`config.mk`:
```
export PLATFORM = sky130hd
export DESIGN_NAME = skt_divider
export DESIGN_NICKNAME = d
export VERILOG_FILES = /design/src/hw/rtl/sorted_key_table_core_assert.svh /design/src/hw/rtl/skt_pkg.sv /design/src/hw/rtl/skt_divider.sv
export SDC_FILE = /design/constraint.sdc
export NUM_CORES = 1
export LEC_CHECK = 0
export BUFFER_PORTS_ARGS = -buffer_cell sky130_fd_sc_hd__buf_2
export CORE_MARGIN = 1
export CORE_UTILIZATION = 59
export CTS_CLUSTER_SIZE = 10
export DETAILED_ROUTE_END_ITERATION = 12
export PLACE_DENSITY = 0.83
export SETUP_SLACK_MARGIN = 0.15
export SYNTH_ARGS = -nofsm -noshare
export SYNTH_HDL_FRONTEND = slang
export SYNTH_SLANG_ARGS = --single-unit
```
`constraint.sdc`:
```
create_clock -name clock -period 7.47 [get_ports clock]
set_input_delay 1.1205 -clock clock [delete_from_list [all_inputs] [get_ports clock]]
set_output_delay 1.1205 -clock clock [all_outputs]
set_load 0.01 [all_outputs]
```
`src/hw/rtl/sorted_key_table_core_assert.svh`:
```
// Assertion macros for the sorted key table; empty when SYNTH is defined.
`ifndef SORTED_KEY_TABLE_CORE_ASSERT_SVH
`define SORTED_KEY_TABLE_CORE_ASSERT_SVH

`ifndef SYNTH
`define SKT_ASSERT(lbl, prop) \
   lbl: assert property (@(posedge clock) disable iff (reset) (prop)) \
      else $error("sorted key table assertion failed");
`define SKT_ASSERT_IMP(lbl, ante, cons) \
   lbl: assert property (@(posedge clock) disable iff (reset) (ante) |-> (cons)) \
      else $error("sorted key table assertion failed");
`else
`define SKT_ASSERT(lbl, prop)
`define SKT_ASSERT_IMP(lbl, ante, cons)
`endif

`endif

```
`src/hw/rtl/skt_pkg.sv`:
```
// ----------------------------------------------------------------------------
// skt_pkg
// Shared constants, codes and the cell control bundle of the sorted key table.
// ----------------------------------------------------------------------------
`default_nettype none

package skt_pkg;

   localparam int DEF_CAPACITY = 1024;
   localparam int KEY_W        = 32;
   localparam int SPAN_W       = 31;
   localparam int TYPE_W       = 3;
   localparam int STATUS_W     = 2;

   // request types
   localparam logic [TYPE_W-1:0] REQ_LOWER  = 3'd0;
   localparam logic [TYPE_W-1:0] REQ_EXACT  = 3'd1;
   localparam logic [TYPE_W-1:0] REQ_INSERT = 3'd2;
   localparam logic [TYPE_W-1:0] REQ_DELETE = 3'd3;
   localparam logic [TYPE_W-1:0] REQ_ROTATE = 3'd4;
   localparam logic [TYPE_W-1:0] REQ_REPEAT = 3'd5;

   // result status
   localparam logic [STATUS_W-1:0] ST_OK    = 2'd0;
   localparam logic [STATUS_W-1:0] ST_NOTF  = 2'd1;
   localparam logic [STATUS_W-1:0] ST_FULL  = 2'd2;
   localparam logic [STATUS_W-1:0] ST_ZERO  = 2'd3;

   // cell commands
   localparam logic [2:0] CELL_HOLD = 3'd0;
   localparam logic [2:0] CELL_CMP  = 3'd1;
   localparam logic [2:0] CELL_INS  = 3'd2;
   localparam logic [2:0] CELL_DEL  = 3'd3;
   localparam logic [2:0] CELL_ADD  = 3'd4;
   localparam logic [2:0] CELL_ROT  = 3'd5;

   typedef struct packed {
      logic [2:0]       cmd;
      logic [KEY_W-1:0] key;
      logic [KEY_W-1:0] add_lo;
      logic [KEY_W-1:0] add_hi;
   } cell_ctl_type;

endpackage

`default_nettype wire

```
`src/hw/rtl/skt_divider.sv`:
```
// ----------------------------------------------------------------------------
// skt_divider
// Unsigned 32-bit restoring divider, one quotient bit per cycle.
// ----------------------------------------------------------------------------
`default_nettype none

module skt_divider (
   input  wire logic                      clock,
   input  wire logic                      reset,
   input  wire logic                      start,
   input  wire logic [skt_pkg::KEY_W-1:0] dividend,
   input  wire logic [skt_pkg::KEY_W-1:0] divisor,
   output logic                           busy,
   output logic                           done,
   output logic [skt_pkg::KEY_W-1:0]      quotient,
   output logic [skt_pkg::KEY_W-1:0]      remainder
);
   import skt_pkg::*;

   localparam int CW = $clog2(KEY_W + 1);

   logic [KEY_W-1:0] quo_ff, quo_in, rem_ff, rem_in, div_ff, div_in;
   logic [CW-1:0]    cnt_ff, cnt_in;
   logic             busy_ff, busy_in, done_ff, done_in;
   logic [KEY_W:0]   shifted, trial;

   always_comb begin
      quo_in  = quo_ff;
      rem_in  = rem_ff;
      div_in  = div_ff;
      cnt_in  = cnt_ff;
      busy_in = busy_ff;
      done_in = 1'b0;
      shifted = {rem_ff, quo_ff[KEY_W-1]};
      trial   = shifted - {1'b0, div_ff};
      if (start) begin
         quo_in  = dividend;
         rem_in  = '0;
         div_in  = divisor;
         cnt_in  = CW'(KEY_W);
         busy_in = 1'b1;
      end else if (busy_ff) begin
         if (!trial[KEY_W]) begin
            rem_in = trial[KEY_W-1:0];
            quo_in = {quo_ff[KEY_W-2:0], 1'b1};
         end else begin
            rem_in = shifted[KEY_W-1:0];
            quo_in = {quo_ff[KEY_W-2:0], 1'b0};
         end
         cnt_in = cnt_ff - CW'(1);
         if (cnt_ff == CW'(1)) begin
            busy_in = 1'b0;
            done_in = 1'b1;
         end
      end
   end

   always_ff @(posedge clock) begin
      if (reset) begin
         busy_ff <= 1'b0;
         done_ff <= 1'b0;
         cnt_ff  <= '0;
      end else begin
         busy_ff <= busy_in;
         done_ff <= done_in;
         cnt_ff  <= cnt_in;
      end
      quo_ff <= quo_in;
      rem_ff <= rem_in;
      div_ff <= div_in;
   end

   assign busy      = busy_ff;
   assign done      = done_ff;
   assign quotient  = quo_ff;
   assign remainder = rem_ff;

endmodule

`default_nettype wire

```
### After elaboration in Yosys (flattened, before gate mapping)

Index checks and enable logic that the tools add are counted.

* register bits after elaboration: 104
* latch bits: 0
* memory bits (writable): 0
* memory bits (read-only): 0
* bits of input ports: 67
* output and inout bits: 66
* word-level logic and storage cells: 24
* memories kept: 0

* $add $sub $neg: 2
* multipliers: 0
* div/mod/pow operators: 0
* $lt $le $gt $ge: 0
* eq/ne operators: 1
* shift-type cells: 0
* muxes and demuxes: 10
* bitwise gates (word level): 1
* reduce and logical (&&, ||, !) cells: 3

Operator list (count)
* $mux 32: 3
* $sub 33x32->33: 1
* $mux 6: 2
* $eq 6x1->1 const B: 1
* $sub 6x1->6 const B: 1
* $mux 1: 5
* $reduce_or 3->1: 1
* $reduce_bool 2->1: 1
* $reduce_or 2->1: 1
* $not 1->1: 1

### Depth between registers and ports, before layout

* depth in word-level cells: 4
* mapped depth: 13
* mapped depth without buffers: 12

### Worst setup path before layout

No wires, ideal clock.

* kind: register to register
* start: register quo_ff[31], in the netlist quotient[31]
* end: register rem_ff[31], in the netlist remainder[31]
* library setup time: 0.074 ns
* arrival time: 2.760 ns
* required time: 7.396 ns
* path slack: 4.635 ns
* cell stages (with the launch flop): 13
* path buffers: 0
* period minus slack after synthesis: 2.835 ns
* path through: edfxtp_1 > inv_1 > ha_1 > fa_1 > nand2b_1 > a21oi_1 > o21ai_1 > nand2_2 > a311oi_4 > o31a_4 > or3b_1 > a21o_1 > a31oi_1

* longest elaborated chain between the ends: 2

RTL lines
* start, declared: RTL line skt_divider.sv:22 `logic [KEY_W-1:0] quo_ff, quo_in, rem_ff, rem_in, div_ff, div_in;`
* start signal, assigned: RTL line skt_divider.sv:68 `quo_ff <= quo_in;`
* $sub 33x32->33: RTL line skt_divider.sv:35 `trial = shifted - {1'b0, div_ff};`
* $mux 32: RTL line skt_divider.sv:43 `if (!trial[KEY_W]) begin`
* end signal, assigned: RTL line skt_divider.sv:69 `rem_ff <= rem_in;`
* end, declared: RTL line skt_divider.sv:22

Every way passes these cells.
A chain may end at the register's enable or synchronous reset.

### Worst setup path after layout

* start: register quo_ff[31], in the netlist quotient[31]
* end: register rem_ff[10], in the netlist remainder[10]

The elaborated chain is that of the path after synthesis.

==> run summary <==
Clock Sink Count = 104
Vias in the first global route = 4577
Worst ir drop on vdd = 145 uV
Pwr dens = 232 mW/mm^2
Critical path class = reg -> reg
H-tree levels = 3
Synth Area in Adders = 7.54%
Clock transition at path regs = 0.10 ns
IO buf count = 132
TNS Setup = 0 ns
Cells after Synth = 588
Critical R2R Capture = remainder[10]
Length of routed wiring on met1 = 5460 um
Prevailing post-synth register cell = edfxtp_1
CTS max path bufs = 2
Startpoint types = flop
Initial core utilization = 60.7%
Xor/xnor share of the synthesized area = 5.04%
RePlAce Congestion = 0.925
CTS tree = built
Hold Vio Cnt, Final = 0
Largest net degree at the start of global routing = 59
Setup violators final = 0
Core area = 0.00973 sq mm
Hold_buf cts = 0
Syn Std Cell Area = 0.00591 sq mm
Routed via count = 4870
CP Capture Type = flop
Worst Clk Skew = 0.0176 ns
WL met2 = 6600 um
Syn_area_per_cell = 10.0 sq um
DIE HEIGHT = 102 um
Post-Synth Simple-Gate Area = 12.8%
Top post-synthesis cells by area = edfxtp_1, dfxtp_1, ha_1
Average wire per standard cell = 15.6 um
Fillers = 728
First-pass GRT wire length = 21000 um
Cts bufs inserted = 9
Hold Path Sink = cnt_ff[0]
Worst-path maximum fanout = 31
CP Data Required Time = 7.75 ns
Slew headroom = 18.7%
DR vias/cell = 5.76
Detailed placer's ending HPWL = 9430 um
Share of layout cells above drive strength 1 = 27.8%
Lkg Pwr = 0.00305 uW
Main combinational cell family by area after synthesis = compound AO/OA/AOI/OAI gates
Clk_lat worst skew = 0.39 ns
Unique cell type count in the Yosys netlist = 64
Post-CTS resize count = 0
Syn-to-layout area delta = 16.2%
Num rows = 36
Most common library cells after synthesis = nand2_1, edfxtp_1, nor2_1, inv_1, dfxtp_1
1st-iter DRT viols = 221
Die ar. = 0.0104 sq mm
FF-to-FF setup slack = 3.87 ns
WP data arrival = 3.88 ns
Final min period = 3.60 ns
Synth Warn # = 0
Final slew viol count = 0
Cell taking the most area after synthesis = edfxtp_1
Post-DRT Antenna Nets = 0
Cells after DPL = 829
Post-synthesis mux area share = 6.29%
Fmax = 0.278 GHz
DR DRC count = 0
Worst slew pin tran = 1.22 ns
Register area share after synthesis = 46.1%
Num ports = 133
Min-Delay Path Depth = 2
Run status = finished clean
Reg2reg path depth = 12
Highest metal used = met4
Antenna violations before repair = 0
Layout Cells excl Fill = 845
RSZ-0062 raised after global routing = false
GRT Total Usage = 26.1%
Worst hold path class = reg -> reg
Diodes inserted = 0
Period utilization = 48.1%
Nets = 809
Post-synthesis net count = 690
Maxcap violations = 0
Grt total ovfl = 0
Async SR Flop Fraction = 0%
Synth Area in Compound Gates = 17.2%
Synth top area share = 32.5%
Top-count cell post-synth = nand2_1
Die span in x = 102 um
Reg2Reg Launch Point = quotient[31]
Root Buffer = clkbuf_8
Hold Crit Start = cnt_ff[0]
WL met3 = 819 um
Router iterations before antenna repair = 5
Final wirelength = 13200 um
Setup bufs post-CTS = 0
#FFs+latches synth = 104
Number of synthesized flops with an enable pin = 64
kinds of logic after synthesis:
family          after synthesis
simple gates                177
xor+xnor                     31
mux                          33
fa+ha+maj                    35
compound gates              136
buf+inv                      72
flops                       104
cell usage in the layout, fill, tap and decap left out, types with 12 or more instances in the layout:
master and count:
buf_2 131, nand2_1 76, edfxtp_1 64, nor2_1 61
inv_1 46, a21oi_1 39, dfxtp_1 39, ha_1 34
mux2_2 32, a311oi_1 21, xnor2_1 17, a21o_1 13
xor2_1 12
how the worst max path moves through the flow:
stage / cells after the start / start / to
CTS: 13 / quotient[31] / remainder[10]
floorplan: 12 / quotient[31] / remainder[31]
finish: 12 / quotient[31] / remainder[10]
detailed placement: 13 / quotient[31] / remainder[10]
global placement: 13 / quotient[31] / remainder[0]
global route: 12 / quotient[31] / remainder[4]
worst max-delay path, stage by stage, from the launching register on:
cell and delay (ns):
edfxtp_1 0.39, inv_1 0.07, ha_1 0.22, fa_1 0.39, nand2b_1 0.18, a21oi_1 0.24
o21ai_1 0.16, nand2_2 0.10, a311oi_4 0.12, o31a_4 0.41, xnor2_4 0.73, nand2_1 0.12
a311oi_1 0.35
state kept, by name, indices dropped and copies added (netlist names):
name       cells
busy           1
cnt_ff         6
div_ff        32
done           1
quotient      32
remainder     32
cell type report:
type / instances / area (sq um) / area share, %
multi-input combinational: 412 / 2890 / 42.0
sequential: 104 / 2720 / 39.7
timing repair buffer: 134 / 678 / 9.87
inverter: 46 / 173 / 2.51
tap: 133 / 166 / 2.42
clock buffer: 9 / 124 / 1.80
clock inverter: 7 / 115 / 1.68
where the power goes:
| part | total (uW) | switching, uW | internal [uW] |
|---|---|---|---|
| sequential | 716 | 45.9 | 671 |
| clock | 415 | 219 | 197 |
| combinational | 461 | 269 | 192 |
through the flow:
step / power [uW] / area, sq um / utilization [%] / hold slack (ns) / setup slack [ns]
global placement: 1170 / 6630 / 68.1 / 0.472 / 4.11
global route: 1680 / 6870 / 70.6 / 0.542 / 3.64
finish: 1590 / 6870 / 70.6 / 0.505 / 3.87
detailed placement: 1180 / 6630 / 68.1 / 0.489 / 3.92
CTS: 1600 / 6870 / 70.6 / 0.504 / 3.86
floorplan: 1060 / 5910 / - / 0.463 / 4.64
layer usage:
layer  vias up  track usage (%)
li1       2363                -
met1      2298             33.0
met2       175             43.3
met3        34             5.61
met4         0             11.1
met5         -                0
(Power assumes the default switching activity.)
